[src/rtl/core/ebid_pkg.sv]
// Shared types and constants for the eight button integrating debouncer.
`default_nettype none

package ebid_pkg;

  localparam int NumButtons = 8;
  localparam int IdxW       = 3;
  localparam int CntW       = 8;

  localparam logic [CntW-1:0] DEBOUNCE_RESET = 8'd5;

  typedef enum logic [1:0] {
    OP_SET       = 2'd0,
    OP_TICK      = 2'd1,
    OP_CLR_PRESS = 2'd2,
    OP_CLR_REL   = 2'd3
  } op_e;

  typedef struct packed {
    op_e             op;
    logic [IdxW-1:0] idx;
    logic            level;
  } item_t;

  typedef struct packed {
    logic [NumButtons-1:0] levels;
    logic [NumButtons-1:0] pressed;
    logic [NumButtons-1:0] released;
  } res_t;

endpackage

`default_nettype wire

[src/rtl/core/eight_button_integrating_debouncer.sv]
// Top level of the eight button integrating debouncer.
//
// Input channel: in_valid_i / in_stall_o with op_i, button_index_i and
// raw_level_i. An item is taken at a clock edge with valid high, stall low.
// Ops: set one button's raw level, tick all integrators, clear one pressed
// flag, clear one released flag.
// Output channel: out_valid_o / out_stall_i; every item yields one result
// with the debounced levels and both sticky flag vectors after that item.
// Each item passes through the input register, then the result register.
// One item per cycle is sustained while out_stall_i is low; each item is a
// single pass through the eight integrator lanes.
// cfg_we_i / cfg_wdata_i write the debounce period in ticks (reset 5).
// Reset clears all integrators, levels, flags and both valid bits.
// While out_stall_i holds a result, the input register still fills; once
// it is full, in_stall_o rises until the result is taken.
`default_nettype none

module eight_button_integrating_debouncer
  import ebid_pkg::*;
(
  input  logic                  clk_i,
  input  logic                  rst_ni,
  input  logic                  in_valid_i,
  output logic                  in_stall_o,
  input  logic [1:0]            op_i,
  input  logic [IdxW-1:0]       button_index_i,
  input  logic                  raw_level_i,
  output logic                  out_valid_o,
  input  logic                  out_stall_i,
  output logic [NumButtons-1:0] debounced_levels_o,
  output logic [NumButtons-1:0] pressed_flags_o,
  output logic [NumButtons-1:0] released_flags_o,
  input  logic                  cfg_we_i,
  input  logic [CntW-1:0]       cfg_wdata_i
);

  logic            in_valid_q;
  item_t           item_q;
  logic            out_valid_q;
  res_t            res_q, res_d;
  logic [CntW-1:0] ticks_q;
  logic            res_ready;
  logic            step;

  assign res_ready  = !out_valid_q || !out_stall_i;
  assign step       = in_valid_q && res_ready;
  assign in_stall_o = in_valid_q && !res_ready;

  always_ff @(posedge clk_i or negedge rst_ni) begin
    if (!rst_ni) begin
      ticks_q <= DEBOUNCE_RESET;
    end else if (cfg_we_i) begin
      ticks_q <= cfg_wdata_i;
    end
  end

  always_ff @(posedge clk_i or negedge rst_ni) begin
    if (!rst_ni) begin
      in_valid_q  <= 1'b0;
      out_valid_q <= 1'b0;
    end else begin
      if (!in_stall_o) begin
        in_valid_q <= in_valid_i;
      end
      if (res_ready) begin
        out_valid_q <= in_valid_q;
      end
    end
  end

  always_ff @(posedge clk_i) begin
    if (!in_stall_o && in_valid_i) begin
      item_q.op    <= op_e'(op_i);
      item_q.idx   <= button_index_i;
      item_q.level <= raw_level_i;
    end
    if (step) begin
      res_q <= res_d;
    end
  end

  ebid_core u_core (
    .clk_i   (clk_i),
    .rst_ni  (rst_ni),
    .step_i  (step),
    .item_i  (item_q),
    .ticks_i (ticks_q),
    .res_o   (res_d)
  );

  assign out_valid_o        = out_valid_q;
  assign debounced_levels_o = res_q.levels;
  assign pressed_flags_o    = res_q.pressed;
  assign released_flags_o   = res_q.released;

endmodule

`default_nettype wire

[src/rtl/core/ebid_lane.sv]
// One button's saturating integrator and debounced level.
`default_nettype none

module ebid_lane
  import ebid_pkg::*;
(
  input  logic            clk_i,
  input  logic            rst_ni,
  input  logic            tick_i,
  input  logic            raw_i,
  input  logic [CntW-1:0] ticks_i,
  output logic            level_o,
  output logic            level_next_o
);

  logic [CntW-1:0] integ_q, integ_d;
  logic            level_q, level_d;

  always_comb begin
    integ_d = integ_q;
    level_d = level_q;
    if (tick_i) begin
      if (raw_i) begin
        if (integ_q < ticks_i) begin
          integ_d = integ_q + CntW'(1);
        end else begin
          integ_d = ticks_i;
        end
      end else if (integ_q != '0) begin
        integ_d = integ_q - CntW'(1);
      end
      if (integ_d == '0) begin
        level_d = 1'b0;
      end else if (integ_d >= ticks_i) begin
        level_d = 1'b1;
      end
    end
  end

  always_ff @(posedge clk_i or negedge rst_ni) begin
    if (!rst_ni) begin
      integ_q <= '0;
      level_q <= 1'b0;
    end else begin
      integ_q <= integ_d;
      level_q <= level_d;
    end
  end

  assign level_o      = level_q;
  assign level_next_o = level_d;

endmodule

`default_nettype wire

[src/rtl/core/ebid_core.sv]
// Button state: raw levels, integrator lanes and sticky event flags.
`default_nettype none

module ebid_core
  import ebid_pkg::*;
(
  input  logic            clk_i,
  input  logic            rst_ni,
  input  logic            step_i,
  input  item_t           item_i,
  input  logic [CntW-1:0] ticks_i,
  output res_t            res_o
);

  logic [NumButtons-1:0] raw_q, raw_d;
  logic [NumButtons-1:0] press_q, press_d;
  logic [NumButtons-1:0] rel_q, rel_d;
  logic [NumButtons-1:0] sel;
  logic [NumButtons-1:0] lvl;
  logic [NumButtons-1:0] lvl_next;
  logic [NumButtons-1:0] change;
  logic                  tick;

  assign tick = step_i && (item_i.op == OP_TICK);

  for (genvar g = 0; g < NumButtons; g++) begin : g_lane
    assign sel[g] = (item_i.idx == IdxW'(g));

    ebid_lane u_lane (
      .clk_i        (clk_i),
      .rst_ni       (rst_ni),
      .tick_i       (tick),
      .raw_i        (raw_q[g]),
      .ticks_i      (ticks_i),
      .level_o      (lvl[g]),
      .level_next_o (lvl_next[g])
    );
  end

  assign change = lvl ^ lvl_next;

  always_comb begin
    raw_d   = raw_q;
    press_d = press_q;
    rel_d   = rel_q;
    if (step_i) begin
      unique case (item_i.op)
        OP_SET: begin
          raw_d = item_i.level ? (raw_q | sel) : (raw_q & ~sel);
        end
        OP_TICK: begin
          press_d = press_q | (lvl_next & change);
          rel_d   = rel_q | (~lvl_next & change);
        end
        OP_CLR_PRESS: begin
          press_d = press_q & ~sel;
        end
        OP_CLR_REL: begin
          rel_d = rel_q & ~sel;
        end
      endcase
    end
  end

  always_ff @(posedge clk_i or negedge rst_ni) begin
    if (!rst_ni) begin
      raw_q   <= '0;
      press_q <= '0;
      rel_q   <= '0;
    end else begin
      raw_q   <= raw_d;
      press_q <= press_d;
      rel_q   <= rel_d;
    end
  end

  assign res_o.levels   = lvl_next;
  assign res_o.pressed  = press_d;
  assign res_o.released = rel_d;

endmodule

`default_nettype wire

[config.mk]
export PLATFORM = sky130hd
export DESIGN_NAME = eight_button_integrating_debouncer
export DESIGN_NICKNAME = d
export VERILOG_FILES = /design/src/rtl/core/ebid_pkg.sv /design/src/rtl/core/eight_button_integrating_debouncer.sv /design/src/rtl/core/ebid_lane.sv /design/src/rtl/core/ebid_core.sv
export SDC_FILE = /design/constraint.sdc
export NUM_CORES = 1
export LEC_CHECK = 0
export BUFFER_PORTS_ARGS = -buffer_cell sky130_fd_sc_hd__buf_2
export CORE_MARGIN = 4
export CORE_UTILIZATION = 35
export CTS_CLUSTER_DIAMETER = 60
export CTS_CLUSTER_SIZE = 10
export DETAILED_ROUTE_END_ITERATION = 10
export SLEW_MARGIN = 10
export SYNTH_ARGS = -nofsm -noshare
export SYNTH_HDL_FRONTEND = slang
export SYNTH_SLANG_ARGS = --single-unit
export TNS_END_PERCENT = 10
[constraint.sdc]
create_clock -name clk_i -period 3.73 [get_ports clk_i]
set_input_delay 0.1865 -clock clk_i [delete_from_list [all_inputs] [get_ports clk_i]]
set_output_delay 0.1865 -clock clk_i [all_outputs]
set_load 0.01 [all_outputs]
==> impl_metrics.env, run 1 <==
export IMPL_synthAdderAreaFrac_pct=15.6
export IMPL_diodes=0
export IMPL_cp_data_required_time_ps=3920
export IMPL_postLayoutCoreUtil_pct=44.9
export IMPL_ys_ff_latch=136
export IMPL_violations="setup timing"
export IMPL_grt_max_degree=60
export IMPL_synth_top_family_by_area="simple AND/OR/NAND/NOR gates"
export IMPL_p_per_area_nw_per_um2=882
export IMPL_clockRootBuffer="clkbuf_16"
export IMPL_ir_drop_uv=455
export IMPL_hpwl_um=27000
export IMPL_path_max_fanout=8
export IMPL_drc=0
export IMPL_num_vias=11000
export IMPL_syn_num_nets=1548
export IMPL_setup_viol=4
export IMPL_numCtsBuffers=17
export IMPL_drv_slew=0
export IMPL_dieArea_um2=36200
export IMPL_finalPower_mw=12.9
export IMPL_port_buffers=44
export IMPL_slew_headroom_pct=46.6
export IMPL_grt_antenna_before_repair=0
export IMPL_cp_end_kind="register"
export IMPL_dieWidth_um=190
export IMPL_path_class="register to register"
export IMPL_grt_use_total_pct=20.3
export IMPL_grt_pass1_wl_um=58600
export IMPL_final_setup_skew_ps=10.1
export IMPL_firstDrtPassIters=5
export IMPL_cts_clk_slew_worst_paths_ps=70
export IMPL_syn_area_um2=11600
export IMPL_core_area_um2=32600
export IMPL_arrival_ps=3960
export IMPL_cts_buffer_depth=2
export IMPL_drive_gt1_share_pct=23.0
export IMPL_numClockSinks=136
export IMPL_avgSynthCellArea_um2=8.40
export IMPL_synth_seq_area_share_pct=30.6
export IMPL_rsz0062_at_grt="yes"
export IMPL_cts_tree="built"
export IMPL_drv_cap=0
export IMPL_synth_edf_count=30
export IMPL_startpoint_type="register"
export IMPL_routedWlPerCell_um=18.3
export IMPL_ant_nets=0
export IMPL_period_share_pct=101
export IMPL_worstHoldPathType="input pin to register"
export IMPL_grt_pass1_vias=10700
export IMPL_fin_setup_tns_ps=-90.9
export IMPL_area_growth_pct=26.1
export IMPL_io_pin_count=45
export IMPL_synth_xor_area_share_pct=5.28
export IMPL_rows=66
export IMPL_finalHoldViolCount=0
export IMPL_synthMuxAreaShare_pct=4.44
export IMPL_clk_latency_ps=440
export IMPL_htreeDepth=4
export IMPL_timing_final_crit_period_ps=3770
export IMPL_ys_warn_count=0
export IMPL_overflow=0
export IMPL_synth_compound_area_share_pct=17.3
export IMPL_power_leakage_nw=6.79
export IMPL_async_flop_share_pct=77.9
export IMPL_synth_cells=1384
export IMPL_ys_flop_type="dfrtp_1"
export IMPL_viasPerCell=5.45
export IMPL_place_congestion=0.916
export IMPL_die_h_um=190
export IMPL_synthSimpleGateAreaFrac_pct=22.0
export IMPL_tightestPinTransition_ps=798
export IMPL_initial_utilization_pct=35.6
export IMPL_fmaxAchievable_ghz=0.265
export IMPL_status="finished, violations left"
export IMPL_nets=1731
export IMPL_drt_total_wl_um=36900
export IMPL_synth_distinct_cells=78
export IMPL_fin_ws_ps=-40.7
export IMPL_drtIter0Drc=819
-- timing repair --
item	in CTS	in global routing
hold buffers	9	0
pin swaps	4	21
hold endpoints to repair	53	0
cloned	0	0
resized for setup	26	52
endpoints found under the setup margin	18	35
setup buffers	4	0
-- cells in the final DEF (no fill, tap or decap), types with 11 or more instances in the layout --
cell,instances
inv_1,64
dfrtp_1,104
o41ai_2,11
xor2_1,30
nor2b_1,16
nand3_1,52
o21ai_1,16
a21oi_1,64
mux2_2,12
o21a_1,11
ha_1,140
nand2b_1,20
mux2i_1,36
o211ai_1,12
xnor2_1,40
o21ai_0,82
or3_1,14
nor2_1,104
nor3_1,47
buf_4,175
and3_1,17
edfxtp_1,30
nand2_1,183
clkbuf_16,18
buf_2,43
-- cell usage after synthesis (all sizes together), types with 15 or more instances --
cell	number	area share (%)
and3	18	0.97
mux2i	38	3.3
xor2	30	2.3
xnor2	40	3.0
nor2b	16	0.86
a21oi	76	3.3
nor3	50	2.3
nand2b	22	1.2
nor2	107	3.5
clkbuf	59	1.9
nand3	52	2.2
inv	66	2.1
nand2	185	6.0
or3	15	0.81
edfxtp	30	7.8
buf	17	0.73
o21ai	101	4.4
ha	145	16
a211oi	15	1.0
dfrtp	104	22
-- where the power goes --
part / switching (mW) / internal, mW
logic: 4.56 / 4.10
clock network: 0.746 / 0.926
registers: 0.558 / 2.03
total: 5.86 / 7.06
-- stage by stage --
stage                     hold slack, ps  setup slack, ps  instances  instance area, um2
after global routing                25.1             -229       2022               14700
after floorplan                     -109            -85.7       1384               11700
after detailed placement             277             -311       1977               13600
final                               8.32            -40.7       2022               14700
after global placement               269             -352       1977               13600
after CTS                           2.36            -27.5       2022               14400
-- critical path: stages, from the launching register on --
cell        delay [ps]
dfstp_2            550
clkinvlp_4         150
buf_12             180
ha_4               200
o21a_1             180
o21a_1             170
and3_1             210
nor2_2             120
a21oi_1             80
o211ai_1           230
inv_1               90
ha_1               270
nand2b_1           140
a21oi_1            140
nor2b_1             50
o21ai_0            140
a21oi_1            100
o41ai_2            280
o21ba_2            170
nor2_1              50
-- layer usage --
metal	share of wire (%)	vias up	wire length, um	GRT usage, %
met1	46	5358	17000	27.8
met4	2.7	0	988	6.41
met2	47	262	17300	33.2
met3	4.4	61	1620	2.86
li1	-	5340	-	-
met5	0	-	0	0
-- flip-flops by register name, indices dropped and copies added, names as in the netlist, named ones only --
name,flops
in_valid_q,1
pressed_flags_o,8
u_core.press_q,8
ticks_q,8
out_valid_o,1
u_core.g_lane.u_lane.integ_q,64
released_flags_o,8
debounced_levels_o,8
u_core.rel_q,8
item_q,6
u_core.g_lane.u_lane.level_o,8
-- layout make-up --
class                           instances  area, um2
Timing Repair Buffer                  240       1840
Fill cell                            3232      18000
Tap cell                              442        553
Clock inverter                         13        103
Sequential cell                       136       3560
Multi-Input combinational cell       1106       7880
Inverter                               66        255
Clock buffer                           19        464
-- worst paths after layout --
| kind | start | depth (start not counted) | to | slack [ps] |
|---|---|---|---|---|
| min in group asynchronous | rst_ni | 2 | u_core.g_lane[2].u_lane.integ_q[6]$_DFFE_PN0P_ | 320 |
| min | cfg_wdata_i[4] | 3 | ticks_q[4]$_DFFE_PN0P_ | 8 |
| min reg2reg | u_core.rel_q[2]$_DFF_PN0_ | 1 | u_core.rel_q[2]$_DFF_PN0_ | 510 |
| max reg2reg | ticks_q[2]$_DFFE_PN1P_ | 19 | debounced_levels_o[6]$_DFFE_PP_ | -40 |
| max | ticks_q[2]$_DFFE_PN1P_ | 19 | debounced_levels_o[6]$_DFFE_PP_ | -40 |
| max in group asynchronous | rst_ni | 3 | u_core.g_lane[0].u_lane.integ_q[4]$_DFFE_PN0P_ | 2620 |
-- kinds of logic (layout without fill, tap and decap cells) --
kind of cell / after synthesis / count (layout)
buffers and inverters: 142 / 338
AO/OA/AOI/OAI: 314 / 314
XOR/XNOR: 70 / 70
adder cells (fa/ha/maj): 145 / 145
AND/OR/NAND/NOR: 527 / 527
flip-flops: 136 / 136
multiplexers: 50 / 50
Power figures use the tool's default switching activity.
==> inputs of run 2 (changes only) <==
CORE_UTILIZATION = 45   (was 35)
==> run 2 against run 1 <==
  * The run still ends with setup timing left
  * Setup slack worse by 34 ps
  * Die area shrank 21%
  * Clock-buffer cell count fell by 1
  * Cell count shrank 5.5%
  * Critical path depth down 3
  * Non-clock buffer count grew 1
  * Maximum frequency is 0.90% lower
  * Flip-flop and latch count is the same
  * Highest routed layer unchanged
==> impl_metrics.env, run 2 (synthesized netlist as in run 1, its figures left out) <==
export IMPL_cp_common_cell="a21o_1"
export IMPL_diodes=0
export IMPL_drive_gt1_share_pct=21.6
export IMPL_num_vias=10900
export IMPL_min_to="ticks_q[1]$_DFFE_PN0P_"
export IMPL_fmaxAchievable_ghz=0.263
export IMPL_ant_nets=0
export IMPL_crit_slowest_cell="dfstp_2"
export IMPL_drc=0
export IMPL_ff2ff_path_depth=16
export IMPL_numClockSinks=136
export IMPL_regMostFlops="u_core.g_lane.u_lane.integ_q"
export IMPL_tightestPinTransition_ps=778
export IMPL_postLayoutCoreUtil_pct=56.8
export IMPL_path_class="register to register"
export IMPL_cts_buffer_depth=2
export IMPL_hold_ws_ps=39.3
export IMPL_dieWidth_um=169
export IMPL_firstDrtPassIters=5
export IMPL_violations="setup timing"
export IMPL_drv_slew=0
export IMPL_core_area_um2=25300
export IMPL_r2r_end="debounced_levels_o[5]$_DFFE_PP_"
export IMPL_ir_drop_uv=373
export IMPL_rr_startpoint="ticks_q[2]$_DFFE_PN1P_"
export IMPL_hpwl_um=25500
export IMPL_crit_path_max_incr_delay_ps=550
export IMPL_final_setup_skew_ps=19.5
export IMPL_place_congestion=0.909
export IMPL_largest_reg_flops=64
export IMPL_drv_cap=0
export IMPL_min_path_cells=3
export IMPL_clockRootBuffer="clkbuf_16"
export IMPL_grt_pass1_vias=10300
export IMPL_fin_ws_ps=-75.0
export IMPL_power_leakage_nw=6.72
export IMPL_p_per_area_nw_per_um2=891
export IMPL_numCtsBuffers=17
export IMPL_drtIter0Drc=841
export IMPL_arrival_ps=3980
export IMPL_grt_pass1_wl_um=56100
export IMPL_overflow=0
export IMPL_status="finished, violations left"
export IMPL_area_growth_pct=23.9
export IMPL_cp_end_kind="register"
export IMPL_cts_clk_slew_worst_paths_ps=80
export IMPL_port_buffers=44
export IMPL_rsz0062_at_grt="yes"
export IMPL_initial_utilization_pct=45.9
export IMPL_final_cell_mix="nand2_1, buf_4, ha_1, nor2_1, dfrtp_1"
export IMPL_cts_tree="built"
export IMPL_timing_final_crit_period_ps=3800
export IMPL_finalPower_mw=12.8
export IMPL_nets=1732
export IMPL_grt_max_degree=55
export IMPL_routedWlPerCell_um=18.3
export IMPL_grt_antenna_before_repair=0
export IMPL_die_h_um=169
export IMPL_slew_headroom_pct=48.1
export IMPL_final_common_cell="nand2_1"
export IMPL_worstHoldStart="cfg_wdata_i[1]"
export IMPL_period_share_pct=102
export IMPL_drt_total_wl_um=34900
export IMPL_finalHoldViolCount=0
export IMPL_viasPerCell=5.69
export IMPL_cp_data_required_time_ps=3900
export IMPL_path_cells="clkinvlp_4 -> buf_12 -> buf_4 -> ha_2 -> a2111o_1 -> a31oi_4 -> mux2_4 -> mux2i_2 -> inv_1 -> ha_1 -> a21o_1 -> a21o_1 -> a21oi_2 -> o21ai_1 -> a31oi_1 -> nor2_1"
export IMPL_setup_viol=2
export IMPL_grt_use_total_pct=24.4
export IMPL_fin_setup_tns_ps=-119
export IMPL_dieArea_um2=28500
export IMPL_r2r_slack_ps=-70
export IMPL_path_max_fanout=7
export IMPL_htreeDepth=4
export IMPL_worstHoldPathType="input pin to register"
export IMPL_startpoint_type="register"
export IMPL_clk_latency_ps=430
export IMPL_io_pin_count=45
export IMPL_rows=58
==> run 2: how the worst max path moves through the flow <==
stage                           start                               to  slack, ps  depth (start not counted)
6_report       ticks_q[2]$_DFFE_PN1P_  debounced_levels_o[5]$_DFFE_PP_        -70                         16
5_1_grt        ticks_q[2]$_DFFE_PN1P_  debounced_levels_o[6]$_DFFE_PP_       -260                         20
4_1_cts        ticks_q[2]$_DFFE_PN1P_  debounced_levels_o[0]$_DFFE_PP_        -90                         19
3_5_place_dp   ticks_q[2]$_DFFE_PN1P_  debounced_levels_o[2]$_DFFE_PP_       -160                         18
3_3_place_gp   ticks_q[2]$_DFFE_PN1P_  debounced_levels_o[0]$_DFFE_PP_        -90                         17
2_1_floorplan  ticks_q[2]$_DFFE_PN1P_  debounced_levels_o[6]$_DFFE_PP_        -90                         19
==> run 2: metrics by stage <==
step / std cells / area (um2) / setup slack (ps)
2_1_floorplan: 1384 / 11700 / -85.7
3_3_place_gp: 1857 / 13400 / -85.4
3_5_place_dp: 1857 / 13400 / -157
4_1_cts: 1908 / 14300 / -87.0
5_1_grt: 1911 / 14400 / -263
6_report: 1911 / 14400 / -75.0
==> run 2: timing repair <==
| item | in CTS | in global routing |
|---|---|---|
| setup endpoints to repair | 21 | 34 |
| setup buffers | 5 | 3 |
| hold endpoints to repair | 66 | 0 |
| pin swaps | 15 | 20 |
| hold buffers | 14 | 0 |
| resized for setup | 29 | 21 |
==> run 2: final cells by class <==
cell class	count	area [um2]
inverter	66	255
clock buffer	18	429
timing repair buffer	241	1810
tap	330	413
fill	2258	10900
sequential	136	3560
clock inverter	14	155
multi-input combinational	1106	7770
==> run 2: per-layer routing <==
layer / part of all wire [%] / GRT usage (%) / vias up / wire length [um]
li1: - / - / 5348 / -
met1: 49 / 36.8 / 5173 / 17000
met2: 45 / 37.8 / 316 / 15600
met3: 5.0 / 2.57 / 35 / 1740
met4: 1.6 / 5.50 / 0 / 573
met5: 0 / 0 / - / 0
==> run 2: power breakdown <==
part	leakage, nW	switching (mW)	internal [mW]
registers	1.62	0.549	2.03
logic	4.81	4.48	4.02
clock network	0.279	0.794	0.954
==> run 2: critical path, delay by kind of cell, from the launching register on <==
kind	cells	cell delay, ps
adders and majority gates	2	450
DFF	1	550
buffers and inverters	4	510
and+or+nand+nor	1	80
AOI/OAI and AO/OA	7	1450
muxes	2	530
